## config.mk

```make
export PLATFORM = sky130hd
export DESIGN_NAME = wes_config_flat
export DESIGN_NICKNAME = d
export VERILOG_FILES = /design/src/hw/rtl/wes_pkg.sv /design/src/hw/rtl/wes_if.sv /design/src/hw/rtl/wes_config.sv /design/src/flat_wrapper.sv
export SDC_FILE = /design/constraint.sdc
export NUM_CORES = 1
export LEC_CHECK = 0
export ABC_AREA = 1
export BUFFER_PORTS_ARGS = -buffer_cell sky130_fd_sc_hd__buf_2
export CORE_MARGIN = 3
export CORE_UTILIZATION = 42
export CTS_CLUSTER_SIZE = 20
export DETAILED_ROUTE_END_ITERATION = 10
export PLACE_DENSITY = 0.66
export SYNTH_ARGS = -nofsm -noshare
export SYNTH_HDL_FRONTEND = slang
export SYNTH_SLANG_ARGS = --single-unit
```

## constraint.sdc

```tcl
create_clock -name clk -period 5.8 [get_ports clk]
set_input_delay 1.16 -clock clk [delete_from_list [all_inputs] [get_ports clk]]
set_output_delay 1.16 -clock clk [all_outputs]
set_load 0.02 [all_outputs]
```

## src/hw/rtl/wes_pkg.sv

```systemverilog
// Shared constants, configuration codes and inter-module structs for the
// wave equation stencil update block. No dependencies.
package wes_pkg;

  localparam int MAX_DIM     = 64;
  localparam int VALUE_WIDTH = 32;
  localparam int FRAC_BITS   = 16;

  // Fixed field widths of the register map and the result word.
  localparam int SIZE_W     = 7;
  localparam int COEF_W     = 18;
  localparam int POS_W      = 6;
  localparam int CFG_IDX_W  = 3;
  localparam int CFG_DATA_W = COEF_W;
  localparam int MIN_DIM    = 3;
  localparam int RESET_DIM  = 64;

  // Grid sizes and scan indices share one width wide enough for all uses.
  localparam int SZ_W   = $clog2(MAX_DIM + 1);
  localparam int DIM_W0 = (SZ_W > POS_W) ? SZ_W : POS_W;
  localparam int DIM_W  = (DIM_W0 > SIZE_W) ? DIM_W0 : SIZE_W;

  // One plane of values fits in each delay store.
  localparam int ADDR_W  = $clog2(MAX_DIM * MAX_DIM);
  localparam int DEPTH   = 2 ** ADDR_W;
  localparam int PLANE_W = $clog2(MAX_DIM * MAX_DIM + 1);

  // Arithmetic widths: second differences, weighted products and sums.
  localparam int DIFF_W = VALUE_WIDTH + 2;
  localparam int PROD_W = DIFF_W + COEF_W + 1;
  localparam int SUM_W  = PROD_W + 2;
  localparam int RES_W  = SUM_W + 1;
  localparam logic signed [RES_W-1:0] RES_MAX =
    {{(RES_W - VALUE_WIDTH + 1){1'b0}}, {(VALUE_WIDTH - 1){1'b1}}};
  localparam logic signed [RES_W-1:0] RES_MIN = ~RES_MAX;

  // Result buffer and the fixed distance from input accept to buffer write.
  localparam int FIFO_AW    = 3;
  localparam int FIFO_DEPTH = 2 ** FIFO_AW;
  localparam int PIPE_LAT   = 5;

  typedef enum logic [CFG_IDX_W-1:0] {
    REG_SIZE_I,
    REG_SIZE_J,
    REG_SIZE_K,
    REG_COEF_X,
    REG_COEF_Y,
    REG_COEF_Z
  } cfg_reg_t;

  typedef struct packed {
    logic [DIM_W-1:0]   si;
    logic [DIM_W-1:0]   sj;
    logic [DIM_W-1:0]   sk;
    logic [PLANE_W-1:0] plane;
    logic [COEF_W-1:0]  coef_x;
    logic [COEF_W-1:0]  coef_y;
    logic [COEF_W-1:0]  coef_z;
  } cfg_t;

  typedef struct packed {
    logic             inner;
    logic             last;
    logic [POS_W-1:0] pi;
    logic [POS_W-1:0] pj;
    logic [POS_W-1:0] pk;
  } meta_t;

  typedef struct packed {
    logic [VALUE_WIDTH-1:0] cur;
    logic [VALUE_WIDTH-1:0] c;
    logic [VALUE_WIDTH-1:0] xm;
    logic [VALUE_WIDTH-1:0] ym;
    logic [VALUE_WIDTH-1:0] yp;
    logic [VALUE_WIDTH-1:0] zm;
    logic [VALUE_WIDTH-1:0] zp;
    logic [VALUE_WIDTH-1:0] o;
  } taps_t;

  typedef struct packed {
    logic [VALUE_WIDTH-1:0] value;
    logic                   last;
    logic [POS_W-1:0]       pi;
    logic [POS_W-1:0]       pj;
    logic [POS_W-1:0]       pk;
  } res_t;

endpackage

```

## src/hw/rtl/wes_if.sv

```systemverilog


interface wes_cfg_if import wes_pkg::*; ();
  logic                  valid;
  logic                  ready;
  logic [CFG_IDX_W-1:0]  index;
  logic [CFG_DATA_W-1:0] data;

  modport source (output valid, output index, output data, input ready);
  modport sink (input valid, input index, input data, output ready);
endinterface

```

## src/hw/rtl/wes_config.sv

```systemverilog
// Configuration registers: clamped grid sizes and coefficients, plus the derived plane size.
// Depends on wes_pkg and wes_cfg_if.
module wes_config import wes_pkg::*; (
  input  logic      clk,
  input  logic      rst,
  wes_cfg_if.sink   cfg_ch,
  output cfg_t      cfg,
  output logic      restart
);

  function automatic logic [DIM_W-1:0] clamp_size(input logic [SIZE_W-1:0] raw);
    logic [DIM_W-1:0] v;
    v = DIM_W'(raw);
    if (v < DIM_W'(MIN_DIM)) begin
      return DIM_W'(MIN_DIM);
    end
    if (v > DIM_W'(MAX_DIM)) begin
      return DIM_W'(MAX_DIM);
    end
    return v;
  endfunction

  logic [DIM_W-1:0]   size_i;
  logic [DIM_W-1:0]   size_j;
  logic [DIM_W-1:0]   size_k;
  logic [COEF_W-1:0]  coef_x;
  logic [COEF_W-1:0]  coef_y;
  logic [COEF_W-1:0]  coef_z;
  logic [2*DIM_W-1:0] plane_full;
  logic               wr;

  assign cfg_ch.ready = !rst;
  assign wr           = cfg_ch.valid && cfg_ch.ready;

  // Sizes are held already clamped, so every use sees a legal grid.
  always_ff @(posedge clk) begin
    if (rst) begin
      size_i <= clamp_size(SIZE_W'(RESET_DIM));
      size_j <= clamp_size(SIZE_W'(RESET_DIM));
      size_k <= clamp_size(SIZE_W'(RESET_DIM));
      coef_x <= '0;
      coef_y <= '0;
      coef_z <= '0;
    end else if (wr) begin
      unique case (cfg_reg_t'(cfg_ch.index))
        REG_SIZE_I: size_i <= clamp_size(cfg_ch.data[SIZE_W-1:0]);
        REG_SIZE_J: size_j <= clamp_size(cfg_ch.data[SIZE_W-1:0]);
        REG_SIZE_K: size_k <= clamp_size(cfg_ch.data[SIZE_W-1:0]);
        REG_COEF_X: coef_x <= cfg_ch.data[COEF_W-1:0];
        REG_COEF_Y: coef_y <= cfg_ch.data[COEF_W-1:0];
        REG_COEF_Z: coef_z <= cfg_ch.data[COEF_W-1:0];
        default: ;
      endcase
    end
  end

  // Any size write starts the scan again at the grid origin.
  always_comb begin
    restart = 1'b0;
    if (wr) begin
      unique case (cfg_reg_t'(cfg_ch.index))
        REG_SIZE_I, REG_SIZE_J, REG_SIZE_K: restart = 1'b1;
        default: restart = 1'b0;
      endcase
    end
  end

  assign plane_full = size_j * size_k;

  always_comb begin
    cfg.si     = size_i;
    cfg.sj     = size_j;
    cfg.sk     = size_k;
    cfg.plane  = plane_full[PLANE_W-1:0];
    cfg.coef_x = coef_x;
    cfg.coef_y = coef_y;
    cfg.coef_z = coef_z;
  end

endmodule

```

## src/flat_wrapper.sv

```systemverilog
// flat-port wrapper written by rule: the top's interface ports become plain ports
module wes_config_flat import wes_pkg::*;
  (clk, rst, cfg, restart, cfg_ch_valid, cfg_ch_index, cfg_ch_data, cfg_ch_ready);
  wes_cfg_if cfg_ch_i ();
  input  logic clk;
  input  logic rst;
  output cfg_t cfg;
  output logic restart;
  input wire logic [$bits(cfg_ch_i.valid)-1:0] cfg_ch_valid;
  input wire logic [$bits(cfg_ch_i.index)-1:0] cfg_ch_index;
  input wire logic [$bits(cfg_ch_i.data)-1:0] cfg_ch_data;
  output wire logic [$bits(cfg_ch_i.ready)-1:0] cfg_ch_ready;
  assign cfg_ch_i.valid = cfg_ch_valid;
  assign cfg_ch_i.index = cfg_ch_index;
  assign cfg_ch_i.data = cfg_ch_data;
  assign cfg_ch_ready = cfg_ch_i.ready;
  wes_config u_core (.clk(clk), .rst(rst), .cfg_ch(cfg_ch_i), .cfg(cfg), .restart(restart));
endmodule
```

======== Word-level counts from Yosys, hierarchy flattened ========
Cells that the tools add are included.
operators by class
  bitwise gates (word level) .............. 0
  muxes and demuxes ....................... 33
  equality and inequality tests ........... 5
  $lt $le $gt $ge ......................... 2
  $mul .................................... 1
  $add $sub $neg .......................... 0
  reduce and logical (&&, ||, !) cells .... 10
  shift-type cells ........................ 0
  divide/modulo/power cells ............... 0
operator list
  cell                  count
  $mux W7               8
  $mux W1               25
  $mul A7 B7 Y13        1
  $reduce_and A2 Y1     6
  $gt A7 B7 Y1 const B  1
  $lt A7 B2 Y1 const B  1
  $eq A3 B2 Y1 const B  2
  $eq A3 B3 Y1 const B  2
  $eq A3 B1 Y1 const B  1
  $logic_not A3 Y1      1
  $reduce_or A3 Y1      1
  $logic_and A1 B1 Y1   1
  $logic_not A1 Y1      1
word-level totals
  bits in writable memories ............... 0
  output and inout bits ................... 90
  bits in latches ......................... 0
  memory bits (read-only) ................. 0
  logic and storage cells ................. 57
  memories kept ........................... 0
  register bits ........................... 75

======== Logic depth before layout (Yosys ltp) ========
  depth in word-level cells ............... 11
  mapped depth ............................ 21

======== Least setup slack after synthesis ========
OpenSTA, ideal clock, no wires.
  kind .................................... flip-flop to output port
  from .................................... reg u_core.size_k[6]
  to ...................................... out cfg[63] (netlist bit)
  path slack .............................. 0.631 ns
  stages on the path, launching flop included .. 16
  buffers on the path ..................... 1
  arrival ................................. 4.009 ns
  cells stage by stage .................... dfxtp_1 clkbuf_1 nand2_1 fa_1 fa_1 inv_1 fa_1 inv_1 fa_1 inv_1 ha_1 nand2_1 nand2_1 a21oi_1 nand2_1 xor2_1
RTL lines
  item                    RTL line           text
  from (decl)             wes_config.sv:25   logic [DIM_W-1:0] size_k;
  from (signal assigned)  wes_config.sv:40   size_k <= clamp_size(SIZE_W'(RESET_DIM));
  from (signal assigned)  wes_config.sv:48   REG_SIZE_K: size_k <= clamp_size(cfg_ch.data[SIZE_W-1:0]);
  to (decl)               flat_wrapper.sv:7  output cfg_t cfg;

==> flow_metrics.tcl <==
set metrics [dict create \
    status "finished, final reports clean" \
    antenna_found_initial 0 \
    mappedNetlistArea_um2 4430 \
    syn_nets 685 \
    yosysSeqAreaShare_pct 33.9 \
    critPathLaunchType "register" \
    drive_gt1_share_pct 21.4 \
    cts_tree "done" \
    placed_cells 826 \
    syn_avg_cell_area_um2 7.29 \
    fin_ws_ps 362 \
    pre_cts_slack_ps 648 \
    vdd_drop_max_mv 0.143 \
    via_count 3993 \
    grt-ovfl-total 0 \
    grt_pass1_wl_um 19200 \
    critPathRequiredTime_ps 4640 \
    drt_wl_total_um 11400 \
    synth.area.mux_share_pct 0 \
    wire_per_inst_um 13.5 \
    place_area_um2 5040 \
    synth-compound-area-share_pct 12.3 \
    syn_to_final_growth_pct 18.3 \
    postCtsSetupBuffers 0 \
    gp_congestion 0.892 \
    synthAdderAreaFrac_pct 18.8 \
    cts_max_level 3 \
    placementRows 36 \
    cts.path.max_buffers 2 \
    grt_pass1_vias 3922 \
    synth_top_family_by_area "simple AND/OR/NAND/NOR gates" \
    dieHeight_um 109 \
    syn_inst 608 \
    wl_met2_um 5150 \
    drc 0 \
    clkLatencyLatePin_ps 340 \
    die_w_um 109 \
    yosysUniqueCellTypes 28 \
    drtAntennaViolNets 0 \
    path_cells "nand2_1, fa_1, fa_1, inv_1, fa_1, inv_1, fa_1, inv_1, ha_1, nand2_1, inv_1, nand2_1, nand2_1, nand2_1, nand2_1, nor2_1, nand2_1, nand2_1, buf_2" \
    worst_hold_path_type "register to register" \
    mostFrequentLayoutCells "119 x nand2_1, 113 x buf_2, 96 x nor2_1, 87 x inv_1, 72 x dfxtp_1" \
    cts.sinks 75 \
    drt_iter0_drc 244 \
    drt-met1-wl_um 5340 \
    design_area_um2 5250 \
    fin_tns_setup_ps 0 \
    final_nets 781 \
    worst_pin_slew_ps 640 \
    start_util_pct 44.3 \
    wl_met3_um 749 \
    final_common_cell "nand2_1" \
    synthSimpleGateAreaFrac_pct 22.1 \
    grt_max_degree 76 \
    die-area_um2 11800 \
    clock_skew_ps 0 \
    end_kind "primary output" \
    core_um2 10000 \
    cts_made_buffers 9 \
    port_buffers 113 \
    clkTransAtPathRegs_ps 90 \
    diodes 0 \
    setup_viol 0 \
    fin_crit_ps 5440 \
    top_layer_used "met4" \
    crit_type "register to primary output" \
    cp_common_cell "nand2_1" \
    cp_max_fo 9 \
    firstDrtPassIters 4 \
    period_share_pct 93.8 \
    ys_ff_latch 75 \
    cp_slowest_cell "fa_1" \
    n_fill_cell 1022 \
    rsz0062_at_grt "false" \
    holdWs_ps 478 \
    cap_viol_max_count 0 \
    grtUsageTotal_pct 20.6 \
    clock-root-buffer "clkbuf_8" \
    yosysWarnings 0 \
    relSlewSlack_pct 57.4 \
    powerDensity_nw_per_um2 199 \
    multi_input_area_um2 2420 \
    hold_violations 0 \
    fin_cells 842 \
    pin_count 114 \
    p_leak_nw 3.18 \
    synth_xor_area_share_pct 1.38 \
    fmax_mhz 184 \
    avgViaCountPerCell 4.74 \
    seqCellArea_um2 1510 \
    max_stage_delay_ps 540 \
    crit_arrival_ps 4280 \
    maxSlewViolCount 0 \
    post-dp-hpwl_um 8960 \
]
## worst max-delay path: cells and delay by family, from the launching register on
family	cells	cell delay [ps]
flops	1	480
buf+inv	5	370
simple gates	9	640
fa+ha+maj	5	2410
## cell type report
| type | count | area share, % |
|---|---|---|
| Clock buffer | 9 | 2.36 |
| Clock inverter | 7 | 1.43 |
| Inverter | 95 | 6.82 |
| Multi-Input combinational cell | 406 | 46.2 |
| Sequential cell | 75 | 28.7 |
| Tap cell | 133 | 3.17 |
| Timing Repair Buffer | 117 | 11.4 |
## stage by stage
step	util [%]	power [W]
global placement	50.4	0.000651
global route	52.5	0.00110
detailed placement	50.4	0.000653
floorplan	-	0.000613
finish	52.5	0.00105
CTS	52.4	0.00105
## synthesized netlist by cell type
library cell	number	area share (%)
inv_1	87	7.4
fa_1	23	10
o21ai_1	46	5.2
buf_4	3	0.51
xnor2_1	2	0.40
nand4_1	2	0.28
o211ai_1	3	0.51
nor2_1	96	8.1
nand3_1	14	1.6
nand2_4	1	0.25
ha_1	30	8.5
clkinv_2	1	0.11
o21ai_0	21	2.4
buf_1	1	0.085
nand3b_2	1	0.25
nor2_2	2	0.28
nor3_4	2	0.73
inv_2	7	0.59
buf_2	6	0.68
o21bai_1	1	0.17
a21oi_1	36	4.1
nor2_4	1	0.25
clkbuf_1	20	1.7
buf_6	2	0.51
nand2_1	119	10
nand3_2	1	0.23
dfxtp_1	75	34
xor2_1	5	0.99
## power breakdown
part           switching (W)  leakage, nW  internal [W]  total [W]
Combinational      0.0000723         2.47     0.0000340   0.000106
Sequential        0.00000912        0.608      0.000526   0.000535
Clock               0.000202        0.104      0.000202   0.000404
## sequential cells by signal, summed over array words and instances, names as in the netlist
name / cells
u_core.coef_z: 18
u_core.coef_x: 18
u_core.size_k: 7
u_core.size_i: 7
u_core.coef_y: 18
u_core.size_j: 7
## routing by layer
layer / up-vias / track usage (%)
met5: - / 0
met4: 0 / 5.77
met3: 10 / 4.56
met2: 127 / 32.5
met1: 1780 / 28.6
li1: 2076 / -
## cell families after synthesis
logic type,Yosys count
AND/OR/NAND/NOR,239
buffers and inverters,127
AO/OA/AOI/OAI,107
flip-flops,75
adder cells (fa/ha/maj),53
XOR/XNOR,7
## repair_timing
action / CTS / global route
gates resized for setup: 0 / 3
hold buffers: 0 / 0
endpoints found under the setup margin: 0 / 1
## worst paths after layout
kind | startpoint | endpoint | slack, ps | depth (start not counted)
max | u_core.size_k[5] | cfg[66] | 360 | 19
min | u_core.coef_x[9] | u_core.coef_x[9] | 480 | 2
max reg2reg | u_core.size_k[2] | u_core.size_k[2] | 4910 | 4
min reg2reg | u_core.coef_x[9] | u_core.coef_x[9] | 480 | 2
(Power assumes the default switching activity.)
