==> src/hw/rtl/wes_pkg.sv <==
// Shared constants, configuration codes and inter-module structs for the
// wave equation stencil update block. No dependencies.
package wes_pkg;

  localparam int MAX_DIM     = 64;
  localparam int VALUE_WIDTH = 32;
  localparam int FRAC_BITS   = 16;

  // Fixed field widths of the register map and the result word.
  localparam int SIZE_W     = 7;
  localparam int COEF_W     = 18;
  localparam int POS_W      = 6;
  localparam int CFG_IDX_W  = 3;
  localparam int CFG_DATA_W = COEF_W;
  localparam int MIN_DIM    = 3;
  localparam int RESET_DIM  = 64;

  // Grid sizes and scan indices share one width wide enough for all uses.
  localparam int SZ_W   = $clog2(MAX_DIM + 1);
  localparam int DIM_W0 = (SZ_W > POS_W) ? SZ_W : POS_W;
  localparam int DIM_W  = (DIM_W0 > SIZE_W) ? DIM_W0 : SIZE_W;

  // One plane of values fits in each delay store.
  localparam int ADDR_W  = $clog2(MAX_DIM * MAX_DIM);
  localparam int DEPTH   = 2 ** ADDR_W;
  localparam int PLANE_W = $clog2(MAX_DIM * MAX_DIM + 1);

  // Arithmetic widths: second differences, weighted products and sums.
  localparam int DIFF_W = VALUE_WIDTH + 2;
  localparam int PROD_W = DIFF_W + COEF_W + 1;
  localparam int SUM_W  = PROD_W + 2;
  localparam int RES_W  = SUM_W + 1;
  localparam logic signed [RES_W-1:0] RES_MAX =
    {{(RES_W - VALUE_WIDTH + 1){1'b0}}, {(VALUE_WIDTH - 1){1'b1}}};
  localparam logic signed [RES_W-1:0] RES_MIN = ~RES_MAX;

  // Result buffer and the fixed distance from input accept to buffer write.
  localparam int FIFO_AW    = 3;
  localparam int FIFO_DEPTH = 2 ** FIFO_AW;
  localparam int PIPE_LAT   = 5;

  typedef enum logic [CFG_IDX_W-1:0] {
    REG_SIZE_I,
    REG_SIZE_J,
    REG_SIZE_K,
    REG_COEF_X,
    REG_COEF_Y,
    REG_COEF_Z
  } cfg_reg_t;

  typedef struct packed {
    logic [DIM_W-1:0]   si;
    logic [DIM_W-1:0]   sj;
    logic [DIM_W-1:0]   sk;
    logic [PLANE_W-1:0] plane;
    logic [COEF_W-1:0]  coef_x;
    logic [COEF_W-1:0]  coef_y;
    logic [COEF_W-1:0]  coef_z;
  } cfg_t;

  typedef struct packed {
    logic             inner;
    logic             last;
    logic [POS_W-1:0] pi;
    logic [POS_W-1:0] pj;
    logic [POS_W-1:0] pk;
  } meta_t;

  typedef struct packed {
    logic [VALUE_WIDTH-1:0] cur;
    logic [VALUE_WIDTH-1:0] c;
    logic [VALUE_WIDTH-1:0] xm;
    logic [VALUE_WIDTH-1:0] ym;
    logic [VALUE_WIDTH-1:0] yp;
    logic [VALUE_WIDTH-1:0] zm;
    logic [VALUE_WIDTH-1:0] zp;
    logic [VALUE_WIDTH-1:0] o;
  } taps_t;

  typedef struct packed {
    logic [VALUE_WIDTH-1:0] value;
    logic                   last;
    logic [POS_W-1:0]       pi;
    logic [POS_W-1:0]       pj;
    logic [POS_W-1:0]       pk;
  } res_t;

endpackage

==> src/hw/rtl/wes_if.sv <==


interface wes_out_if import wes_pkg::*; ();
  logic                          valid;
  logic                          ready;
  logic signed [VALUE_WIDTH-1:0] new_value;
  logic [POS_W-1:0]              pos_i;
  logic [POS_W-1:0]              pos_j;
  logic [POS_W-1:0]              pos_k;
  logic                          last_node;

  modport source (output valid, output new_value, output pos_i, output pos_j,
                  output pos_k, output last_node, input ready);
  modport sink (input valid, input new_value, input pos_i, input pos_j,
                input pos_k, input last_node, output ready);
endinterface


==> src/hw/rtl/wes_out_fifo.sv <==
// Result buffer with credit accounting: a result slot is reserved when an
// inner-node word is taken, so the pipeline never has to stall.
// Depends on wes_pkg and wes_out_if.
module wes_out_fifo import wes_pkg::*; (
  input  logic       clk,
  input  logic       rst,
  input  logic       reserve,
  input  logic       wr_valid,
  input  res_t       wr_data,
  wes_out_if.source  result_ch,
  output logic       space
);

  res_t               buf_mem [FIFO_DEPTH];
  logic [FIFO_AW-1:0] wr_ptr, rd_ptr;
  logic [FIFO_AW:0]   fill, fill_next;
  logic [FIFO_AW:0]   pending, pending_next;
  logic               pop;

  assign pop = result_ch.valid && result_ch.ready;

  always_comb begin
    fill_next    = fill;
    pending_next = pending;
    if (wr_valid) begin
      fill_next = fill_next + (FIFO_AW+1)'(1);
    end
    if (pop) begin
      fill_next    = fill_next - (FIFO_AW+1)'(1);
      pending_next = pending_next - (FIFO_AW+1)'(1);
    end
    if (reserve) begin
      pending_next = pending_next + (FIFO_AW+1)'(1);
    end
  end

  always_ff @(posedge clk) begin
    if (rst) begin
      wr_ptr  <= '0;
      rd_ptr  <= '0;
      fill    <= '0;
      pending <= '0;
    end else begin
      if (wr_valid) begin
        wr_ptr <= wr_ptr + FIFO_AW'(1);
      end
      if (pop) begin
        rd_ptr <= rd_ptr + FIFO_AW'(1);
      end
      fill    <= fill_next;
      pending <= pending_next;
    end
  end

  always_ff @(posedge clk) begin
    if (wr_valid) begin
      buf_mem[wr_ptr] <= wr_data;
    end
  end

  assign result_ch.valid     = (fill != '0);
  assign result_ch.new_value = $signed(buf_mem[rd_ptr].value);
  assign result_ch.pos_i     = buf_mem[rd_ptr].pi;
  assign result_ch.pos_j     = buf_mem[rd_ptr].pj;
  assign result_ch.pos_k     = buf_mem[rd_ptr].pk;
  assign result_ch.last_node = buf_mem[rd_ptr].last;

  // Words still in the pipeline plus those buffered never exceed the depth.
  assign space = (pending < (FIFO_AW+1)'(FIFO_DEPTH));

  a_pending_bound: assert property (@(posedge clk) disable iff (rst)
    pending <= (FIFO_AW+1)'(FIFO_DEPTH))
    else $error("more results owed than the buffer can hold");

  a_fill_covered: assert property (@(posedge clk) disable iff (rst)
    fill <= pending)
    else $error("buffered results exceed reserved slots");

  a_no_overflow: assert property (@(posedge clk) disable iff (rst)
    wr_valid |-> (fill != (FIFO_AW+1)'(FIFO_DEPTH)))
    else $error("result written into a full buffer");

endmodule

==> src/flat_wrapper.sv <==
// flat-port wrapper written by rule: the top's interface ports become plain ports
module wes_out_fifo_flat import wes_pkg::*;
  (clk, rst, reserve, wr_valid, wr_data, space, result_ch_valid, result_ch_new_value, result_ch_pos_i, result_ch_pos_j, result_ch_pos_k, result_ch_last_node, result_ch_ready);
  wes_out_if result_ch_i ();
  input  logic clk;
  input  logic rst;
  input  logic reserve;
  input  logic wr_valid;
  input  res_t wr_data;
  output logic space;
  output wire logic [$bits(result_ch_i.valid)-1:0] result_ch_valid;
  output wire logic [$bits(result_ch_i.new_value)-1:0] result_ch_new_value;
  output wire logic [$bits(result_ch_i.pos_i)-1:0] result_ch_pos_i;
  output wire logic [$bits(result_ch_i.pos_j)-1:0] result_ch_pos_j;
  output wire logic [$bits(result_ch_i.pos_k)-1:0] result_ch_pos_k;
  output wire logic [$bits(result_ch_i.last_node)-1:0] result_ch_last_node;
  input wire logic [$bits(result_ch_i.ready)-1:0] result_ch_ready;
  assign result_ch_valid = result_ch_i.valid;
  assign result_ch_new_value = result_ch_i.new_value;
  assign result_ch_pos_i = result_ch_i.pos_i;
  assign result_ch_pos_j = result_ch_i.pos_j;
  assign result_ch_pos_k = result_ch_i.pos_k;
  assign result_ch_last_node = result_ch_i.last_node;
  assign result_ch_i.ready = result_ch_ready;
  wes_out_fifo u_core (.clk(clk), .rst(rst), .reserve(reserve), .wr_valid(wr_valid), .wr_data(wr_data), .result_ch(result_ch_i), .space(space));
endmodule
==> config.mk <==
export PLATFORM = sky130hd
export DESIGN_NAME = wes_out_fifo_flat
export DESIGN_NICKNAME = d
export VERILOG_FILES = /design/src/hw/rtl/wes_pkg.sv /design/src/hw/rtl/wes_if.sv /design/src/hw/rtl/wes_out_fifo.sv /design/src/flat_wrapper.sv
export SDC_FILE = /design/constraint.sdc
export NUM_CORES = 1
export LEC_CHECK = 0
export BUFFER_PORTS_ARGS = -buffer_cell sky130_fd_sc_hd__buf_2
export CAP_MARGIN = 20
export CORE_ASPECT_RATIO = 1.75
export CORE_UTILIZATION = 50
export DETAILED_ROUTE_END_ITERATION = 16
export PLACE_DENSITY = 0.73
export SLEW_MARGIN = 30
export SYNTH_ARGS = -nofsm -noshare
export SYNTH_HDL_FRONTEND = slang
export SYNTH_SLANG_ARGS = --single-unit
==> constraint.sdc <==
create_clock -name clk -period 8.4 [get_ports clk]
set_input_delay 1.26 -clock clk [delete_from_list [all_inputs] [get_ports clk]]
set_output_delay 1.26 -clock clk [all_outputs]
set_load 0.05 [all_outputs]
# == After elaboration in Yosys (flattened, before gate mapping) ==
# Memory sizes are Yosys's and may differ from the RTL's. A register that Yosys moved wholly into a read port is not among the register bits.
# Cells that the tools add are included.
# totals
ff_bits,14
ram_bits,408
word_cells,22
mem_count,1
# op_classes
addsub,6
n_lt_le_gt_ge,1
n_mux,8
n_reduce_logical,2
# mem_list
memory,words,word_bits,rd,rd_clocked_by_memory_dff,wr,line_no,text
u_core.buf_mem,8,51,1,1,1,wes_out_fifo.sv:14,res_t buf_mem [FIFO_DEPTH];
# ops
operator,count
$mux 4,4
$add 4x1->4 const B,2
$sub 4x1->4 const B,2
$add 3x1->3 const B,2
$mux 3,2
$lt 4x4->1 const B,1
$reduce_bool 4->1,1
$mux 1,2
$logic_and 1x1->1,1

# == Depth between registers and ports, before layout ==
# Gate-level depths: netlist of run 1.
# depth
ltp_word,5
depth_mapped,9
depth_no_buf,9

# == Worst setup path before layout of run 1 ==
# No wires, ideal clock.
# synth_timing
path_type,input -> register
from,input wr_valid
to,memory u_core.buf_mem[0][0] in the netlist's numbering (enable)
setup_ns,0.523
arrival_time_ns,5.206
required_time_ns,7.877
slack_ns,2.672
path_stages,3
path_cell_list,clkbuf_1 > nand2b_1 > nor3_1
# synth_via
elab_chain_len,2
# synth_rtl
element,line_no,text
from (decl),flat_wrapper.sv:8,input logic wr_valid;
$mux 1,wes_out_fifo.sv:56,if (wr_valid) begin
$mux 1 (implied by the code),wes_out_fifo.sv:57,buf_mem[wr_ptr] <= wr_data;
to (decl),wes_out_fifo.sv:14,
# Every way passes these cells.

==> results of run 1 <==
[synthesized netlist by cell type (5+ instances only)]
cell type,instances,area (um^2)
clkbuf_1,15,56.3
buf_2,11,55.1
inv_1,6,22.5
dfxtp_1,17,340
mux4_2,102,2300
xnor2_1,8,70.1
mux2_2,51,574
xor2_1,5,43.8
nor3_1,6,30.0
ha_1,6,75.1
edfxtp_1,408,12300
nor2_1,15,56.3
nand2_1,9,33.8
[sequential cells by signal, indices dropped and copies added, names as in the netlist, named ones only]
signal and count:
u_core.buf_mem 408, u_core.fill 4, u_core.pending 4, u_core.rd_ptr 3, u_core.wr_ptr 3
[logic make-up after synthesis]
family	after synthesis
adders and majority gates	6
buffers and inverters	38
AOI/OAI and AO/OA	13
xor gates and xnor gates	13
and+or+nand+nor	47
DFF	425
muxes	155
[worst max-delay path: stages, from the launching register on]
cell and delay, ns:
dfxtp_4 0.87, buf_4 0.71, mux4_2 0.59, mux2_2 0.28, buf_2 0.21
[cell type report]
class	instances	area share (%)
Antenna cell	1	0.0136
Clock buffer	44	5.41
Clock inverter	21	1.00
Inverter	7	0.143
Multi-Input combinational cell	234	18.8
Sequential cell	425	68.5
Tap cell	396	2.69
Timing Repair Buffer	120	3.43
[layer usage]
metal	wire, um	track usage (%)	vias up
met1	11500	23.0	3830
met5	38	0	-
met3	1450	3.34	50
li1	-	-	3178
met4	658	5.57	6
met2	16100	33.4	187
[final timing paths]
kind                    start                      end  cells past startpoint
max                      flop  result_ch_new_value[15]                      4
min          u_core.rd_ptr[1]                     flop                      2
max reg2reg  u_core.wr_ptr[0]    u_core.buf_mem[6][40]                      3
min reg2reg  u_core.rd_ptr[1]                     flop                      2
[power by group through the flow]
stage	registers, mW	clock network [mW]	logic [mW]
floorplan	2.46	0	0.864
global placement	2.51	0	1.03
detailed placement	2.51	0	1.04
CTS	2.47	1.69	1.04
global route	2.48	1.76	1.10
finish	2.46	1.65	1.03
==> results_dict.tcl, run 1 <==
set metrics [dict create \
    cts_tree "yes" \
    clock_sink_count 425 \
    crit_arrival_ns 3.24 \
    io_pins 109 \
    route.detailed.drc 0 \
    internal_power_mw 3.74 \
    syn_avg_cell_area_um2 23.2 \
    final_area_um2 18400 \
    ys_warn_count 0 \
    insertion_delay_ns 0.52 \
    netlist_instances 697 \
    cp-start-kind "flop" \
    setup_violations 0 \
    synthFlopType "edfxtp_1" \
    synthesis.area_um2 16200 \
    synth_cell_type_count 37 \
    final_util_pct 58.2 \
    synth_compound_area_share_pct 0.542 \
    grt_max_degree 63 \
    cts_buffer_depth 3 \
    power_switching_mw 1.41 \
    synth_fa_ha_area_share_pct 0.465 \
    synth_edf_count 408 \
    power_mw 5.14 \
    start_util_pct 51.1 \
    tightest_slew_ns 0.929 \
    layout-drive-gt1-share_pct 39.8 \
    pwr_density_cell_nw_per_um2 280 \
    coreArea_um2 31600 \
    status "finished clean" \
    die_h_um 240 \
    p_seq_share_pct 47.9 \
    hold_violations 0 \
    grt_usage_pct 18.8 \
    antenna_found_initial 5 \
    grt-ovfl-total 0 \
    fin_crit_sh_pct 53.5 \
    syn-num-nets 759 \
    grt_pass1_wl_um 44600 \
    dpl.cell_count 1182 \
    fmax_mhz 222 \
    syn_to_final_growth_pct 13.8 \
    dr_total_vias 7251 \
    worstSetupEndpointType "output pin" \
    ys_ff_latch 425 \
    layout_setup_ws_ns 3.90 \
    cts_buffers 37 \
    ys_seq_area_share_pct 77.9 \
    finalWeightedCongestion 0.725 \
    worstHoldPathType "flop to flop" \
    r2r_setup_slack_ns 6.04 \
    root_buffer "clkbuf_16" \
    final_cell_mix "edfxtp_1 (408), buf_2 (108), mux4_2 (102)" \
    yosys-mux-area-fraction_pct 17.9 \
    instances_no_fill 1248 \
    total_leakage_power_nw 5.84 \
    cts_setup_buffers 0 \
    die-area_um2 33100 \
    timing.final.crit_period_ns 4.50 \
    drt-initial-drc-count 442 \
    synthSimpleGateAreaFrac_pct 1.48 \
    peakVddDrop_mv 0.309 \
    dpl-instance-area_um2 17200 \
    path_clk_slew_ns 0.07 \
    cap_violations 0 \
    die_w_um 138 \
    wire_per_inst_um 23.8 \
    maxSlewHeadroom_pct 38.1 \
    cts_hold_buf 0 \
    ant_nets 0 \
    fillers 2287 \
    grt_pass1_vias 7726 \
    power_frac_comb_pct 20.0 \
    ctsResizeCount 0 \
    crit_fanout 40 \
    synth-xor-area-share_pct 0.705 \
    regArea_um2 12600 \
    multiInputGateArea_um2 3460 \
    tns_ns 0 \
    clock-skew-final_ns 0.00906 \
    port-buffer-count 108 \
    core.rowCount 86 \
    wl_um 29700 \
    async_reset_ff_share_pct 0 \
    criticalPathCategory "flop to output pin" \
    clkPwrFrac_pct 32.1 \
    dr.pass1.iters 4 \
    synth_top_family_by_area "multiplexers" \
    p_sw_share_pct 27.4 \
    htreeDepth 2 \
    timing.final.max_slew_violations 0 \
    hold_slack_ns 0.503 \
    critPathRequiredTime_ns 7.14 \
    final_common_cell "edfxtp_1" \
    dp_hpwl_um 15500 \
    viasPerCell 5.81 \
    rsz0062_at_grt "no" \
    post-place-ws_ns 4.33 \
    nets 887 \
]
(Power assumes the default switching activity.)
==> inputs of run 2 (changes only) <==
ABC_AREA = 1   (was unset)
clock period = 4.7 ns   (was 8.4 ns; I/O delays follow)
==> run 2 against run 1 <==
  * Die area rose by 3.1%
  * Sequential share of layout area down 1.6 points
  * Via count is 44% higher
  * Count of clock-buffer cells in the layout rose by 2
  * Routed wire length grew 20%
==> results_dict.tcl, run 2 <==
set metrics [dict create \
    rsz0062_at_grt "no" \
    dr.pass1.iters 5 \
    htreeDepth 2 \
    multiInputGateArea_um2 3660 \
    worstHoldPathType "primary input to flop" \
    biggestRegsByFlops "u_core.buf_mem x408, u_core.fill x4, u_core.pending x4" \
    cp-start-kind "flop" \
    cts_tree "yes" \
    maxSlewHeadroom_pct 35.0 \
    yosysMostFrequentCell "edfxtp_1" \
    root_buffer "clkbuf_16" \
    grt-ovfl-total 0 \
    grt_usage_pct 20.9 \
    grt_pass1_vias 10300 \
    core.rowCount 88 \
    ys_warn_count 0 \
    rr_worst_depth 3 \
    hold_depth 2 \
    cts_hold_buf 0 \
    largest_reg_flops 408 \
    grt_pass1_wl_um 54500 \
    tns_ns 0 \
    timing.final.crit_period_ns 3.40 \
    cts_buffers 36 \
    syn-num-nets 1346 \
    port-buffer-count 108 \
    die-area_um2 34100 \
    tightest_slew_ns 0.976 \
    grt_max_degree 205 \
    synth_edf_count 408 \
    die_w_um 140 \
    fmax_mhz 294 \
    hold_violations 0 \
    final_util_pct 57.2 \
    path_clk_slew_ns 0.07 \
    setup_violations 0 \
    total_leakage_power_nw 6.52 \
    criticalPathCategory "flop to output pin" \
    synthFlopType "edfxtp_1" \
    final_cell_mix "edfxtp_1 (408), nor2_1 (318), nand2_1 (193)" \
    nets 1432 \
    insertion_delay_ns 0.53 \
    start_util_pct 50.6 \
    status "finished clean" \
    io_pins 109 \
    final_area_um2 18800 \
    clkPwrFrac_pct 31.6 \
    pwr_density_cell_nw_per_um2 485 \
    yosysTopAreaCellShare_pct 73.5 \
    clock_sink_count 425 \
    die_h_um 243 \
    power_frac_comb_pct 21.1 \
    ant_nets 0 \
    ys_ff_latch 425 \
    coreArea_um2 32900 \
    wl_um 35700 \
    fin_crit_sh_pct 72.3 \
    cts_buffer_depth 3 \
    internal_power_mw 6.38 \
    clock-skew-final_ns 0.0179 \
    p_seq_share_pct 47.3 \
    antenna_found_initial 10 \
    peakVddDrop_mv 0.323 \
    dpl-instance-area_um2 17600 \
    syn_to_final_growth_pct 13.0 \
    netlist_instances 1284 \
    dp_hpwl_um 19100 \
    power_switching_mw 2.74 \
    wire_per_inst_um 19.8 \
    synthesis.area_um2 16700 \
    regArea_um2 12600 \
    final_common_cell "edfxtp_1" \
    critPathRequiredTime_ns 3.99 \
    async_reset_ff_share_pct 0 \
    synthTopCellsByCount "edfxtp_1 (408), nor2_1 (326), nand2_1 (193), o21ai_0 (109), o32ai_1 (102)" \
    ys_seq_area_share_pct 75.6 \
    timing.final.max_slew_violations 0 \
    fillers 2475 \
    synth_area_leaders "edfxtp_1 (74%), nor2_1 (7.3%), o32ai_1 (5.4%)" \
    synth_cell_type_count 22 \
    cap_violations 0 \
    yosysTopAreaCell "edfxtp_1" \
    syn_avg_cell_area_um2 13.0 \
    viasPerCell 5.77 \
    crit_fanout 84 \
    dr_total_vias 10400 \
    route.detailed.drc 0 \
    drt-initial-drc-count 826 \
    worstSetupEndpointType "output pin" \
    p_sw_share_pct 30.1 \
    top_register "u_core.buf_mem" \
    power_mw 9.13 \
    ctsResizeCount 0 \
    layout-drive-gt1-share_pct 13.3 \
    finalWeightedCongestion 0.778 \
    crit_arrival_ns 2.70 \
    cts_setup_buffers 0 \
]
## run 2: cell count changes after synthesis, moves of 16 or more
cell,change
o32ai_1,+102
o21ai_0,+107
mux4_2,-102
nor2_1,+311
clkbuf_1,+26
nand2_1,+184
mux2_2,-51
buf_2,+16
## run 2: through the flow
stage / hold WS [ns] / cells / setup WS [ns]
6_report: 0.382 / 1807 / 1.30
5_1_grt: 0.388 / 1806 / 1.11
4_1_cts: 0.373 / 1799 / 1.30
3_5_place_dp: 0.470 / 1736 / 1.84
3_3_place_gp: 0.441 / 1735 / 1.86
2_1_floorplan: 0.433 / 1284 / 0.997
## run 2: layer usage
metal  share of wire (%)  vias up  track usage, %
met4                 4.3        6            11.6
li1                    -     4840               -
met1                  39     5199            24.2
met3                 4.9       91            3.73
met2                  52      290            36.6
met5               0.098        -               0
## run 2: power by group through the flow
stage	logic [mW]	registers (mW)	clock network, mW
floorplan	1.48	4.37	0
global placement	1.89	4.39	0
detailed placement	1.93	4.40	0
CTS	1.94	4.32	2.92
global route	2.08	4.32	3.06
finish	1.93	4.32	2.89
## run 2: final timing paths
kind | start | to | slack (ns)
hold reg to reg | u_core.rd_ptr[2] | flop | 0.47
setup reg to reg | u_core.wr_ptr[0] | u_core.buf_mem[3][34] | 2.46
setup / recovery | flop | result_ch_last_node | 1.30
hold / removal | rst | u_core.fill[0] | 0.38
## run 2: layout make-up
| type | count | share of cell area, % |
|---|---|---|
| Sequential cell | 425 | 66.9 |
| Multi-Input combinational cell | 762 | 19.5 |
| Clock buffer | 46 | 5.21 |
| Timing Repair Buffer | 126 | 4.40 |
| Tap cell | 405 | 2.69 |
| Clock inverter | 17 | 0.837 |
| Inverter | 19 | 0.405 |
| Antenna cell | 7 | 0.0930 |
## run 2: kinds of logic after synthesis
kind of cell / Yosys count / synth area share [%]
AO/OA/AOI/OAI: 223 / 9.00
XOR/XNOR: 2 / 0.105
adder cells (fa/ha/maj): 6 / 0.451
buffers and inverters: 97 / 2.79
flip-flops: 425 / 75.6
AND/OR/NAND/NOR: 531 / 12.1
## run 2: critical path, stage by stage (launching register included)
cell,delay [ns]
dfxtp_4,0.36
inv_6,0.46
buf_12,0.40
nor2_1,0.08
o32ai_1,0.26
nand2_1,0.11
nand2_1,0.14
buf_2,0.27
==> inputs of run 3 (changes only) <==
clock period = 3.25 ns   (was 4.7 ns; I/O delays follow)
==> run 3 against run 2 <==
  * Sequential share of layout area decreased by 0.39 points
  * Total power increased by 48%
  * Global-route usage increased by 0.63 points
  * Worst hold slack got worse by 0.24 ns
  * Sequential cell count unchanged
  * Combinational power increased by 47%
  * Via count increased by 1.5%
  * Critical path type unchanged
==> results_dict.tcl, run 3 (synthesized netlist as in run 2, its figures left out) <==
set metrics [dict create \
    cp-start-kind "flop" \
    nets 1445 \
    layout_setup_ws_ns 0.205 \
    layout-drive-gt1-share_pct 14.6 \
    cts_tree "yes" \
    post-place-ws_ns 0.588 \
    worstHoldPathType "primary input to flop" \
    finalWeightedCongestion 0.738 \
    regArea_um2 12600 \
    crit_fanout 88 \
    coreArea_um2 32900 \
    route.detailed.drc 0 \
    io_pins 109 \
    cts_buffers 37 \
    cts_buffer_depth 3 \
    criticalPathCategory "flop to output pin" \
    wire_per_inst_um 20.2 \
    htreeDepth 2 \
    start_util_pct 50.6 \
    hold_start "rst" \
    worst_r2r_startpoint "u_core.wr_ptr[0]" \
    grt_pass1_vias 10500 \
    insertion_delay_ns 0.54 \
    clkPwrFrac_pct 32.6 \
    final_cell_mix "edfxtp_1 (408), nor2_1 (318), nand2_1 (193)" \
    hold_violations 0 \
    biggestRegsByFlops "u_core.buf_mem x408, u_core.fill x4, u_core.pending x4" \
    internal_power_mw 9.39 \
    fin_crit_sh_pct 93.7 \
    cap_violations 0 \
    setup_violations 0 \
    clock-skew-final_ns 0.0128 \
    ant_nets 0 \
    worstSetupEndpointType "output pin" \
    dr_total_vias 10600 \
    p_sw_share_pct 30.5 \
    fillers 2484 \
    die_h_um 243 \
    die-area_um2 34100 \
    clock_sink_count 425 \
    timing.final.crit_period_ns 3.05 \
    peakVddDrop_mv 0.541 \
    grt-ovfl-total 0 \
    top_register "u_core.buf_mem" \
    tightest_slew_ns 0.779 \
    syn_to_final_growth_pct 13.7 \
    die_w_um 140 \
    crit_arrival_ns 2.56 \
    power_mw 13.5 \
    wl_um 36800 \
    multiInputGateArea_um2 3660 \
    status "finished clean" \
    root_buffer "clkbuf_16" \
    p_seq_share_pct 46.4 \
    rsz0062_at_grt "no" \
    fmax_mhz 328 \
    dp_hpwl_um 19500 \
    grt_pass1_wl_um 56400 \
    final_common_cell "edfxtp_1" \
    critPathRequiredTime_ns 2.76 \
    port-buffer-count 108 \
    grt_usage_pct 21.6 \
    maxSlewHeadroom_pct 48.1 \
    largest_reg_flops 408 \
    drt-initial-drc-count 893 \
    power_frac_comb_pct 20.9 \
    path_clk_slew_ns 0.07 \
    dpl-instance-area_um2 17700 \
    pwr_density_cell_nw_per_um2 713 \
    total_leakage_power_nw 6.62 \
    core.rowCount 88 \
    power_switching_mw 4.12 \
    final_area_um2 18900 \
    viasPerCell 5.82 \
    antenna_found_initial 6 \
    cts_hold_buf 0 \
    timing.final.max_slew_violations 0 \
    grt_max_degree 177 \
    dr.pass1.iters 5 \
]
-- run 3: changes by cell type in the layout (fill, tap and decap cells not counted), sizes merged --
| cell | before | now |
|---|---|---|
| buf | 126 | 137 |
| bufinv | 3 | 5 |
| clkbuf | 46 | 41 |
| clkinv | 14 | 17 |
| diode | 7 | 5 |
| inv | 18 | 21 |
-- run 3: power groups by stage --
stage | sequential, mW | combinational (mW) | clock (mW)
finish | 6.28 | 2.83 | 4.41
detailed placement | 6.39 | 2.80 | 0
global placement | 6.38 | 2.73 | 0
floorplan | 6.32 | 2.14 | 0
global route | 6.29 | 3.06 | 4.67
CTS | 6.27 | 2.82 | 4.46
-- run 3: worst max-delay path: stages (launching register included) --
cell and delay, ns:
dfxtp_4 0.61, buf_16 0.32, nor2_1 0.11, o32ai_1 0.31
nand2_1 0.08, nand2_1 0.18, buf_2 0.29
-- run 3: area by class of cell --
type / count / area share [%]
clock inverter: 25 / 1.37
inverter: 19 / 0.443
sequential: 425 / 66.5
tap: 405 / 2.68
clock buffer: 40 / 4.95
antenna: 5 / 0.0661
multi-input combinational: 762 / 19.3
timing repair buffer: 138 / 4.64
-- run 3: timing repair --
action | CTS | global route
gates resized for setup | 1 | 2
setup endpoints to repair | 1 | 37
cloned | 0 | 1
pin swaps | 0 | 0
buffers inserted | 0 | 0
-- run 3: metal layers --
| layer | vias to the layer above | GRT usage [%] | routed length [um] |
|---|---|---|---|
| met3 | 96 | 3.95 | 2310 |
| li1 | 4859 | - | - |
| met1 | 5230 | 25.6 | 14000 |
| met4 | 2 | 10.6 | 1520 |
| met5 | - | 0 | 13 |
| met2 | 395 | 37.6 | 19000 |
-- run 3: per-stage QoR --
stage	std cells	util, %	TNS (ns)	hold WS [ns]
3_3_place_gp	1748	53.7	0	0.460
3_5_place_dp	1748	53.7	0	0.474
2_1_floorplan	1284	-	-48.01	0.433
4_1_cts	1813	57.4	0	0.130
5_1_grt	1816	57.5	0	0.146
6_report	1819	57.5	0	0.147
-- run 3: path summary, 6_finish.rpt --
path / to / slack (ns) / depth (start not counted)
setup / recovery: result_ch_new_value[11] / 0.20 / 6
hold reg to reg: flop / 0.48 / 2
setup reg to reg: u_core.buf_mem[4][20] / 1.43 / 3
hold / removal: u_core.wr_ptr[0] / 0.15 / 2
